$ cat config.mk
export PLATFORM = sky130hd
export DESIGN_NAME = min_cost_route_table
export DESIGN_NICKNAME = d
export VERILOG_FILES = /design/src/rct_pkg.sv /design/src/min_cost_route_table.sv /design/src/rct_ram.sv /design/src/rct_cmp.sv
export SDC_FILE = /design/constraint.sdc
export NUM_CORES = 2
export LEC_CHECK = 0
export BUFFER_PORTS_ARGS = -buffer_cell sky130_fd_sc_hd__buf_2
export CAP_MARGIN = 20
export CORE_ASPECT_RATIO = 1.4
export CORE_MARGIN = 2
export CORE_UTILIZATION = 35
export CTS_BUF_LIST = sky130_fd_sc_hd__clkbuf_4 sky130_fd_sc_hd__clkbuf_8 sky130_fd_sc_hd__clkbuf_16
export CTS_CLUSTER_DIAMETER = 50
export DETAILED_ROUTE_END_ITERATION = 16
export SYNTH_ARGS = -nofsm -noshare
export SYNTH_HDL_FRONTEND = slang
export SYNTH_SLANG_ARGS = --single-unit
$ cat constraint.sdc
create_clock -name clk_i -period 17.5 [get_ports clk_i]
set_input_delay 3.5 -clock clk_i [delete_from_list [all_inputs] [get_ports clk_i]]
set_output_delay 3.5 -clock clk_i [all_outputs]
set_load 0.005 [all_outputs]
$ cat src/rct_pkg.sv
// Package for the min-cost route table: table sizing, entry layout, codes and
// id conversion helpers. Depends on nothing; imported by min_cost_route_table, rct_cmp and rct_chk.
`default_nettype none

package rct_pkg;

  localparam int MAX_ROUTES = 64;
  localparam int ID_BITS    = 8;
  localparam int COST_W     = 16;
  localparam int IDX_W      = (MAX_ROUTES > 1) ? $clog2(MAX_ROUTES) : 1;
  localparam int CNT_W      = $clog2(MAX_ROUTES + 1);

  typedef enum logic [0:0] {
    OP_ADD    = 1'b0,
    OP_LOOKUP = 1'b1
  } op_e;

  typedef enum logic [2:0] {
    ST_INSERTED  = 3'd0,
    ST_IMPROVED  = 3'd1,
    ST_KEPT      = 3'd2,
    ST_FULL      = 3'd3,
    ST_FOUND     = 3'd4,
    ST_NOT_FOUND = 3'd5
  } status_e;

  typedef enum logic [0:0] {
    S_IDLE = 1'b0,
    S_SCAN = 1'b1
  } state_e;

  typedef struct packed {
    logic [COST_W-1:0]  cost;
    logic [ID_BITS-1:0] hop;
    logic [ID_BITS-1:0] dest;
  } route_entry_t;

  localparam int ENTRY_W = $bits(route_entry_t);

  // Result of one pass through the shared compare unit.
  typedef struct packed {
    logic hit;    // entry destination equals the key
    logic lower;  // offered cost strictly below the stored cost
  } cmp_res_t;

  // Take an 8-bit id field in its low ID_BITS bits.
  function automatic logic [ID_BITS-1:0] id_from_byte(input logic [7:0] b);
    logic [ID_BITS+7:0] wide;
    wide = {{ID_BITS{1'b0}}, b};
    return wide[ID_BITS-1:0];
  endfunction

  // Widen or trim a stored id back onto an 8-bit field.
  function automatic logic [7:0] byte_from_id(input logic [ID_BITS-1:0] id);
    logic [ID_BITS+7:0] wide;
    wide = {8'h00, id};
    return wide[7:0];
  endfunction

endpackage

`default_nettype wire

$ cat src/min_cost_route_table.sv
// Top level of the min-cost route table: scan sequencer, entry RAM, shared
// compare unit and output register. Depends on rct_pkg, rct_ram, rct_cmp.
//
//   channel  | direction | payload (low bit first)                 | handshake
//   ---------+-----------+-----------------------------------------+-------------------------
//   s_axis   | in        | tuser: operation; tdata: dest, next_hop, | tvalid/tready
//            |           | cost                                    |
//   m_axis   | out       | tuser: status; tdata: hop_out, cost_out | tvalid/tready
//   cfg      | in        | data: own_id                            | cfg_valid_i/cfg_ready_o
//
// Sequence: an operation is accepted in idle, then the sequencer walks the table
// one entry per cycle through the compare unit (one RAM read port), stopping
// at the first match or the last valid entry (1 to MAX_ROUTES entries scanned),
// and then returns to idle, where the next operation is accepted.
// Reset: the table holds only the self route (own_id, cost 0); no clearing pass.
// Stalls: a finished result waits in the output register; the scan holds on
// its last entry while that register is still occupied.
`default_nettype none

module min_cost_route_table
  import rct_pkg::*;
(
  input  wire logic        clk_i,
  input  wire logic        rst_ni,
  // configuration write channel
  input  wire logic        cfg_valid_i,
  output logic             cfg_ready_o,
  input  wire logic [7:0]  cfg_data_i,      // own_id
  // operation stream
  input  wire logic        s_axis_tvalid,
  output logic             s_axis_tready,
  input  wire logic [31:0] s_axis_tdata,    // [7:0] dest, [15:8] next_hop, [31:16] cost
  input  wire logic [0:0]  s_axis_tuser,    // [0] operation
  // result stream
  output logic             m_axis_tvalid,
  input  wire logic        m_axis_tready,
  output logic [23:0]      m_axis_tdata,    // [7:0] hop_out, [23:8] cost_out
  output logic [2:0]       m_axis_tuser     // [2:0] status
);

  // Sequencer state and the latched operation.
  state_e             state_q, state_d;
  logic [IDX_W-1:0]   idx_q, idx_d;
  logic [CNT_W-1:0]   count_q, count_d;
  logic [ID_BITS-1:0] own_id_q;
  op_e                op_q;
  logic [ID_BITS-1:0] dest_q;
  logic [ID_BITS-1:0] hop_q;
  logic [COST_W-1:0]  cost_q;

  // Output register.
  logic               out_valid_q, out_valid_d;
  status_e            out_status_q, out_status_d;
  logic [ID_BITS-1:0] out_hop_q, out_hop_d;
  logic [COST_W-1:0]  out_cost_q, out_cost_d;

  // Datapath nets.
  route_entry_t       ram_rdata;
  route_entry_t       ram_wdata;
  route_entry_t       self_entry;
  route_entry_t       cur_entry;
  logic               ram_we;
  logic [IDX_W-1:0]   ram_waddr;
  cmp_res_t           cmp;
  logic [CNT_W-1:0]   idx_next;
  logic               in_xfer;
  logic               cfg_xfer;
  logic               out_free;
  logic               scan_done;
  logic               finish;
  logic               table_full;

  assign cfg_ready_o   = (state_q == S_IDLE);
  // Config wins when both arrive together, so an operation always sees the new id.
  assign s_axis_tready = (state_q == S_IDLE) && !cfg_valid_i;
  assign cfg_xfer      = cfg_valid_i && cfg_ready_o;
  assign in_xfer       = s_axis_tvalid && s_axis_tready;

  // Entry 0 is the self route; cost 0 can never be lowered, so it lives in a register.
  assign self_entry.dest = own_id_q;
  assign self_entry.hop  = own_id_q;
  assign self_entry.cost = '0;
  assign cur_entry       = (idx_q == '0) ? self_entry : ram_rdata;

  rct_cmp u_cmp (
    .entry_i (cur_entry),
    .key_i   (dest_q),
    .cost_i  (cost_q),
    .res_o   (cmp)
  );

  assign idx_next   = CNT_W'(idx_q) + CNT_W'(1);
  assign scan_done  = cmp.hit || (idx_next == count_q);
  assign out_free   = !out_valid_q || m_axis_tready;
  assign finish     = (state_q == S_SCAN) && scan_done && out_free;
  assign table_full = (count_q == CNT_W'(MAX_ROUTES));

  // Next state.
  always_comb begin
    state_d = state_q;
    case (state_q)
      S_IDLE: begin
        if (in_xfer) begin
          state_d = S_SCAN;
        end
      end
      S_SCAN: begin
        if (finish) begin
          state_d = S_IDLE;
        end
      end
      default: state_d = S_IDLE;
    endcase
  end

  // Scan index, table writes and result.
  always_comb begin
    idx_d        = idx_q;
    count_d      = count_q;
    ram_we       = 1'b0;
    ram_waddr    = idx_q;
    ram_wdata    = '{cost: cost_q, hop: hop_q, dest: dest_q};
    out_valid_d  = out_valid_q && !m_axis_tready;
    out_status_d = out_status_q;
    out_hop_d    = out_hop_q;
    out_cost_d   = out_cost_q;
    case (state_q)
      S_IDLE: begin
        if (in_xfer) begin
          idx_d = '0;
        end
        if (cfg_xfer) begin
          count_d = CNT_W'(1);
        end
      end
      S_SCAN: begin
        if (!scan_done) begin
          idx_d = idx_next[IDX_W-1:0];
        end
        if (finish) begin
          out_valid_d = 1'b1;
          if (op_q == OP_LOOKUP) begin
            if (cmp.hit) begin
              out_status_d = ST_FOUND;
              out_hop_d    = cur_entry.hop;
              out_cost_d   = cur_entry.cost;
            end else begin
              out_status_d = ST_NOT_FOUND;
              out_hop_d    = '0;
              out_cost_d   = '0;
            end
          end else if (cmp.hit) begin
            if (cmp.lower) begin
              // improve in place
              ram_we       = 1'b1;
              out_status_d = ST_IMPROVED;
              out_hop_d    = hop_q;
              out_cost_d   = cost_q;
            end else begin
              out_status_d = ST_KEPT;
              out_hop_d    = cur_entry.hop;
              out_cost_d   = cur_entry.cost;
            end
          end else if (!table_full) begin
            // append at the first free slot
            ram_we       = 1'b1;
            ram_waddr    = count_q[IDX_W-1:0];
            count_d      = count_q + CNT_W'(1);
            out_status_d = ST_INSERTED;
            out_hop_d    = hop_q;
            out_cost_d   = cost_q;
          end else begin
            out_status_d = ST_FULL;
            out_hop_d    = '0;
            out_cost_d   = '0;
          end
        end
      end
      default: ;
    endcase
  end

  rct_ram #(
    .WIDTH (ENTRY_W),
    .DEPTH (MAX_ROUTES)
  ) u_ram (
    .clk_i     (clk_i),
    .wr_en_i   (ram_we),
    .wr_addr_i (ram_waddr),
    .wr_data_i (ram_wdata),
    .rd_addr_i (idx_d),       // data for idx_d is ready when it becomes idx_q
    .rd_data_o (ram_rdata)
  );

  // Control registers.
  always_ff @(posedge clk_i or negedge rst_ni) begin
    if (!rst_ni) begin
      state_q     <= S_IDLE;
      idx_q       <= '0;
      count_q     <= CNT_W'(1);
      own_id_q    <= '0;
      out_valid_q <= 1'b0;
    end else begin
      state_q     <= state_d;
      idx_q       <= idx_d;
      count_q     <= count_d;
      out_valid_q <= out_valid_d;
      if (cfg_xfer) begin
        own_id_q <= id_from_byte(cfg_data_i);
      end
    end
  end

  // Payload registers: latch the operation, hold the result.
  always_ff @(posedge clk_i) begin
    if (in_xfer) begin
      op_q   <= op_e'(s_axis_tuser[0]);
      dest_q <= id_from_byte(s_axis_tdata[7:0]);
      hop_q  <= id_from_byte(s_axis_tdata[15:8]);
      cost_q <= s_axis_tdata[31:16];
    end
    out_status_q <= out_status_d;
    out_hop_q    <= out_hop_d;
    out_cost_q   <= out_cost_d;
  end

  assign m_axis_tvalid = out_valid_q;
  assign m_axis_tuser  = out_status_q;
  assign m_axis_tdata  = {out_cost_q, byte_from_id(out_hop_q)};

endmodule

`default_nettype wire

$ cat src/rct_ram.sv
// Generic single-write, single-read RAM with a registered read port.
// Depends on nothing; holds the route entries of the table.
`default_nettype none

module rct_ram #(
  parameter int WIDTH = 32,
  parameter int DEPTH = 64
) (
  input  wire logic                             clk_i,
  input  wire logic                             wr_en_i,
  input  wire logic [$clog2(DEPTH)-1:0]         wr_addr_i,
  input  wire logic [WIDTH-1:0]                 wr_data_i,
  input  wire logic [$clog2(DEPTH)-1:0]         rd_addr_i,
  output logic      [WIDTH-1:0]                 rd_data_o
);

  logic [WIDTH-1:0] mem_q [DEPTH];

  always_ff @(posedge clk_i) begin
    if (wr_en_i) begin
      mem_q[wr_addr_i] <= wr_data_i;
    end
    rd_data_o <= mem_q[rd_addr_i];
  end

endmodule

`default_nettype wire

$ cat src/rct_cmp.sv
// Shared compare unit: matches one table entry against the search key and
// the offered cost. Depends on rct_pkg.
`default_nettype none

module rct_cmp
  import rct_pkg::*;
(
  input  wire route_entry_t       entry_i,
  input  wire logic [ID_BITS-1:0] key_i,
  input  wire logic [COST_W-1:0]  cost_i,
  output cmp_res_t                res_o
);

  assign res_o.hit   = (entry_i.dest == key_i);
  assign res_o.lower = (cost_i < entry_i.cost);

endmodule

`default_nettype wire

## Word level (Yosys, flattened, before mapping)

Memories as Yosys holds them, arrays and structs flattened. A register that Yosys moved wholly into a read port is not among the register bits.
Cells that the tools add are included.
W data, S select, Z words.

- Add/subtract/negate cells: 2
- Order comparisons: 1
- Equal/unequal tests: 8
- Muxes and demuxes: 43
- Bitwise gates (word level): 1
- Reduce and logical (&&, ||, !) cells: 14

Operators by type and width:

| cell | number |
|---|---|
| $mux W16 | 5 |
| $mux W6 | 7 |
| $mux W8 | 5 |
| $mux W7 | 5 |
| $mux W32 | 1 |
| $lt A16 B16 Y1 | 1 |
| $pmux W7 S2 | 1 |
| $mux W1 | 13 |
| $pmux W6 S2 | 1 |
| $eq A8 B8 Y1 | 1 |
| $add A6 B1 Y7 const B | 1 |
| $add A7 B1 Y7 const B | 1 |
| $eq A7 B7 Y1 | 1 |
| $eq A7 B7 Y1 const B | 1 |
| $logic_and A1 B1 Y1 | 6 |
| $logic_not A6 Y1 | 1 |
| $mux W3 | 2 |
| $ne A2 B2 Y1 const B | 3 |
| $reduce_and A5 Y1 | 1 |
| $mux W2 | 2 |
| $ne A2 B1 Y1 const B | 2 |
| $logic_not A1 Y1 | 3 |
| $logic_or A1 B1 Y1 | 2 |
| $pmux W1 S2 | 1 |
| other kinds (2) | 2 |

- Bits in registers: 83
- RAM bits: 2048
- Input bits: 46
- Output and inout bits: 30
- Word-level logic and storage cells: 82
- Memories: 1

Memories:

| memory | depth | width | rd ports | clocked after Yosys merged registers in | write ports | line | text |
|---|---|---|---|---|---|---|---|
| u_ram.mem_q | 64 | 32 | 1 | 1 | 1 | rct_ram.sv:17 | `logic [WIDTH-1:0] mem_q [DEPTH];` |

## Longest topological paths before layout

- Depth in word-level cells: 10
- Mapped depth: 21
- Depth with buffers taken out: 15

## By module

From an unflattened synthesis, not the netlist that was laid out.

- Cell total of the unflattened synthesis: 3704
- Area total of the unflattened synthesis: 82783.1 um^2

By module, submodules not included:

| module | times used | cells each | area each (um^2) | seq. area each (um^2) |
|---|---|---|---|---|
| rct_ram | 1 | 3324 | 78515.3 | 62139.6 |
| min_cost_route_table | 1 | 317 | 3771.1 | 2378.5 |
| rct_cmp | 1 | 63 | 496.7 | 0.0 |

## Least setup slack after synthesis

OpenSTA, ideal clock, no wires.

- Path type: input to register
- Start point: input port m_axis_tready
- End point: memory u_ram.mem_q[10][0] (enable)
- Library setup time: 461 ps
- Data arrival time: 8312 ps
- Required time: 17039 ps
- Slack: 8727 ps
- Stages on the path: 7
- Buffers on the path: 2
- Cells stage by stage: inv_1 > a21oi_1 > and2_1 > buf_2 > buf_1 > a31oi_1 > nor3_1

- Longest elaborated chain between the ends: 6
- Elaborated cells on any way between the ends: 8
- Those cells by class: mux (6); reduce/logical (2)

Ends and longest elaborated chain:

| what | line | text |
|---|---|---|
| start, declared | min_cost_route_table.sv:36 | `input wire logic m_axis_tready,` |
| $logic_or A1 B1 Y1 (*) | min_cost_route_table.sv:94 | `assign out_free = !out_valid_q \|\| m_axis_tready;` |
| $logic_and A1 B1 Y1 (*) | min_cost_route_table.sv:95 | `assign finish = (state_q == S_SCAN) && scan_done && out_free;` |
| $mux W1 | min_cost_route_table.sv:140 | `if (finish) begin` |
| $mux W1 | min_cost_route_table.sv:127 | `case (state_q)` |
| $mux W1 | rct_ram.sv:20 | `if (wr_en_i) begin` |
| $mux W1 (implied by the code) | rct_ram.sv:21 | `mem_q[wr_addr_i] <= wr_data_i;` |
| end, declared | rct_ram.sv:17 |  |

Mark *: on every way between the ends. The rest lies on a longest branch, timed or not.

## Worst setup path after layout

- Start point: register dest_q[3]
- End point: register u_ram.rd_data_o[28] (read register of u_ram.mem_q)

- Longest elaborated chain between the ends: 4

Ends and longest elaborated chain:

| what | line | text |
|---|---|---|
| start, declared | min_cost_route_table.sv:47 | `logic [ID_BITS-1:0] dest_q;` |
| start signal, assigned | min_cost_route_table.sv:218 | `dest_q <= id_from_byte(s_axis_tdata[7:0]);` |
| $eq A8 B8 Y1 | rct_cmp.sv:14 | `assign res_o.hit = (entry_i.dest == key_i);` |
| $logic_or A1 B1 Y1 | min_cost_route_table.sv:93 | `assign scan_done = cmp.hit \|\| (idx_next == count_q);` |
| $mux W6 | min_cost_route_table.sv:137 | `if (!scan_done) begin` |
| $pmux W6 S2 | min_cost_route_table.sv:127 |  |
| end, declared | rct_ram.sv:14 | `output logic [WIDTH-1:0] rd_data_o` |

Every way passes these cells.
A chain may end at the register's enable or synchronous reset.

==> impl_metrics.tcl <==
set metrics [dict create \
    cts_tree "built" \
    r2r_cells 15 \
    regToRegSetupSlack_ns 9.43 \
    slowest_stage "nor4b_1" \
    numCtsBuffers 206 \
    p_switching_w 0.007917 \
    track_usage_pct 20.62 \
    rsz0062_at_grt "no" \
    vdd_drop_max_mv 0.2845 \
    cp_max_fo 149 \
    crit_chain "xnor2_1, nand4_1, nor4b_1, o22a_1, o311ai_4, and2_4, inv_8, buf_12, buf_12, buf_4, a211oi_1, a31oi_1, o21ai_0, o221ai_1, o2111a_1" \
    syn_area_um2 85480 \
    swShare_pct 41.19 \
    worstMarginPinSlew_ns 1.199 \
    maxUsedRoutingLayer "met5" \
    p_int_w 0.01130 \
    post_synth.cell_area_avg_um2 16.02 \
    crit_buf_inv 4 \
    period_share_pct 46.11 \
    whs_endpoint "own_id_q[4]$_DFFE_PN0P_" \
    max_slew_margin_pct 19.37 \
    final_area_um2 96900 \
    r2r_start "dest_q[3]$_DFFE_PP_" \
    grt_max_degree 150 \
    status "completed" \
    min_path_type "reg -> reg" \
    fin_tns_setup_ns 0 \
    finalHoldViolations 0 \
    path_clk_slew_ns 0.06 \
    cts_setup_buffers 0 \
    finClkSkew_ns 0.04138 \
    drtPass1Iterations 6 \
    post_dp_cell_area_um2 90040 \
    initialDrtViolationCount 6750 \
    num-fill-cells 21950 \
    slowest_delay_ns 0.98 \
    syn_inst 5336 \
    ys_ff_latch 2163 \
    path_delay_family "buffers and inverters" \
    clk_latency_ns 0.85 \
    antenna_found_initial 16 \
    drive_above_1_share_pct 15.98 \
    clkSinkCount 2163 \
    period_minus_slack_ns 8.069 \
    synth_edf_count 2108 \
    hold_buffers 0 \
    cts.repair.resized 0 \
    coreArea_um2 242900 \
    grt-ovfl-total 0 \
    worstHoldStart "own_id_q[4]$_DFFE_PN0P_" \
    p_comb_share_pct 45.1 \
    grt_pass1_vias 49910 \
    detail-route-antenna-nets 0 \
    dp_hpwl_um 144100 \
    r2r-end "u_ram.rd_data_o[28]$_DFF_P_" \
    wl_met3_um 22690 \
    postSynthNetCount 5401 \
    globalplace.congestion 0.8301 \
    synth_warnings 0 \
    maxCapViolCount 0 \
    area_growth_pct 13.36 \
    via_count 51410 \
    slew_violations 0 \
    drc 0 \
    worstSetupPathType "reg -> reg" \
    totalWireLength_um 264600 \
    initial_core_util_pct 35.20 \
    pwr_density_cell_nw_per_um2 198.4 \
    critPathArrivalTime_ns 8.85 \
    power_frac_clock_pct 23.6 \
    met2_length_um 129100 \
    p_leak_nw 31.10 \
    clock_path_buffers 4 \
    synth_seq_area_share_pct 75.48 \
    wire_per_inst_um 30.03 \
    rows 214 \
    fmax_ghz 0.1239 \
    viasPerCell 5.835 \
    setup_viol 0 \
    die_y_um 588.7 \
    ctsHtreeMaxLevel 4 \
    synth.distinct_cells 78 \
    wl_met1_um 99620 \
    grt_pass1_wl_um 372200 \
    power_frac_seq_pct 31.3 \
    die_w_um 421.7 \
    nNetsFinal 5469 \
    hold_depth 1 \
    ios 76 \
    portBuffers 75 \
    clockRootBuffer "clkbuf_16" \
    timing.critical_path.mode_cell "buf_12" \
    end_kind "register" \
    async_reset_ff_share_pct 1.063 \
    setup.worst_path.start_class "register" \
    dieArea_um2 248300 \
    crit_required_ns 18.28 \
    ys.flop_type "edfxtp_1" \
]
[through the flow]
stage               hold slack [ns]  power, W  setup slack, ns  utilization (%)  std cells
global placement             0.5715   0.01465            8.673            37.07       8434
global route                 0.6148   0.02003            9.201            39.90       8809
finish                       0.5991   0.01922            9.431            39.90       8811
detailed placement           0.5787   0.01473            8.671            37.08       8435
CTS                          0.5991   0.01923            9.550            39.89       8807
floorplan                    0.5210   0.01196            8.727                -       5336
[flip-flops by register name (all words and copies together), names as in the netlist]
signal and flops:
cost_q 16, count_q 7, dest_q 8, hop_q 8, idx_q 6, m_axis_tuser 3
m_axis_tvalid 1, op_q 1, out_cost_q 16, out_hop_q 8, own_id_q 8, state_q 1
u_ram.mem_q 2048, u_ram.rd_data_o 32
[cell families after synthesis]
logic type,Yosys count,synth area share (%)
muxes,242,5.120
AOI/OAI and AO/OA,992,8.853
DFF,2163,75.48
and+or+nand+nor,1466,7.701
buffers and inverters,429,2.316
adders and majority gates,19,0.2781
xor gates and xnor gates,25,0.2562
[synth_stat cells, types with 32 or more instances]
master       n  area (µm²)
o21ai_0     77       385.4
nand3_1    197       986.0
o211ai_1    37       277.8
clkbuf_1   196       735.7
a221oi_1    46       402.9
a211oi_1   186        1396
a21oi_1    101       505.5
a32oi_1     37       324.1
a31oi_1     78       488.0
nor3_1      77       385.4
buf_4       43       322.8
and3_1     199        1245
edfxtp_1  2108       63300
dfxtp_1     32       640.6
a32o_1      47       470.5
a22oi_1     42       315.3
buf_2      141       705.7
a21boi_0    45       337.8
nand2_1    897        3367
mux2i_1     66       660.6
mux4_2     154        3468
a311oi_1   156        1366
[final cells by class]
type | count | area, µm² | share of cell area, %
inverter | 23 | 110.1 | 0.1136
tap | 3240 | 4054 | 4.184
sequential | 2163 | 64520 | 66.58
antenna | 3 | 7.507 | 0.007747
timing repair buffer | 266 | 1976 | 2.039
multi-input combinational | 2744 | 19390 | 20.01
clock buffer | 269 | 5813 | 5.999
clock inverter | 103 | 1031 | 1.064
[placed cells by master, fill, tap and decap left out, types with 15 or more instances in the layout]
cell type / Yosys / final
clkinv_1: 2 / 32
buf_2: 141 / 75
edfxtp_1: 2108 / 2108
mux2_2: 21 / 19
o21ai_0: 77 / 77
nand3_1: 197 / 197
xnor2_1: 20 / 20
bufinv_16: 0 / 18
a211oi_1: 186 / 186
buf_4: 43 / 177
a31oi_1: 78 / 74
dfxtp_1: 32 / 32
a21boi_0: 45 / 45
dfrtp_1: 22 / 22
mux2i_1: 66 / 66
o211ai_1: 37 / 37
nor3_2: 0 / 64
ha_1: 19 / 19
mux4_2: 154 / 154
and3_1: 199 / 199
a221oi_1: 46 / 46
nor2_1: 29 / 27
clkbuf_4: 0 / 46
a22oi_1: 42 / 42
a31o_2: 15 / 15
a311oi_1: 156 / 156
o32a_1: 22 / 22
inv_1: 18 / 16
nand2_1: 897 / 894
nand4_1: 24 / 24
a32oi_1: 37 / 37
a21oi_1: 101 / 100
clkinv_2: 0 / 36
clkbuf_16: 0 / 213
a32o_1: 47 / 47
[worst reg2reg max path, stage by stage, from the launching register on]
cell and delay [ns]:
edfxtp_1 0.55, xnor2_1 0.84, nand4_1 0.31, nor4b_1 0.98, o22a_1 0.71, o311ai_4 0.20
and2_4 0.42, inv_8 0.77, buf_12 0.70, buf_12 0.78, buf_4 0.63, a211oi_1 0.18
a31oi_1 0.19, o21ai_0 0.10, o221ai_1 0.41, o2111a_1 0.26
[how the worst max path moves through the flow]
stage | startpoint | to | depth (start not counted)
floorplan | m_axis_tready | u_ram.mem_q[10][0]$_DFFE_PP_ | 7
global route | cfg_valid_i | u_ram.rd_data_o[24]$_DFF_P_ | 13
detailed placement | cfg_valid_i | u_ram.rd_data_o[26]$_DFF_P_ | 13
finish | dest_q[3]$_DFFE_PP_ | u_ram.rd_data_o[28]$_DFF_P_ | 15
CTS | cfg_valid_i | u_ram.rd_data_o[9]$_DFF_P_ | 13
global placement | cfg_valid_i | u_ram.rd_data_o[26]$_DFF_P_ | 13
[routing by layer]
| metal | vias to the layer above | global-route usage (%) |
|---|---|---|
| li1 | 21380 | - |
| met1 | 26840 | 26.23 |
| met2 | 2614 | 34.66 |
| met3 | 570 | 3.241 |
| met4 | 8 | 9.430 |
| met5 | - | 0 |
[power groups by stage]
stage                     registers, W  clock network [W]  logic (W)
after global placement         0.00613                  0    0.00852
after global routing           0.00602            0.00478    0.00923
after CTS                      0.00602            0.00459    0.00862
final                          0.00602            0.00454    0.00866
after detailed placement       0.00613                  0    0.00860
after floorplan                0.00605                  0    0.00590
Note: power is estimated with default switching activity, not from simulation.
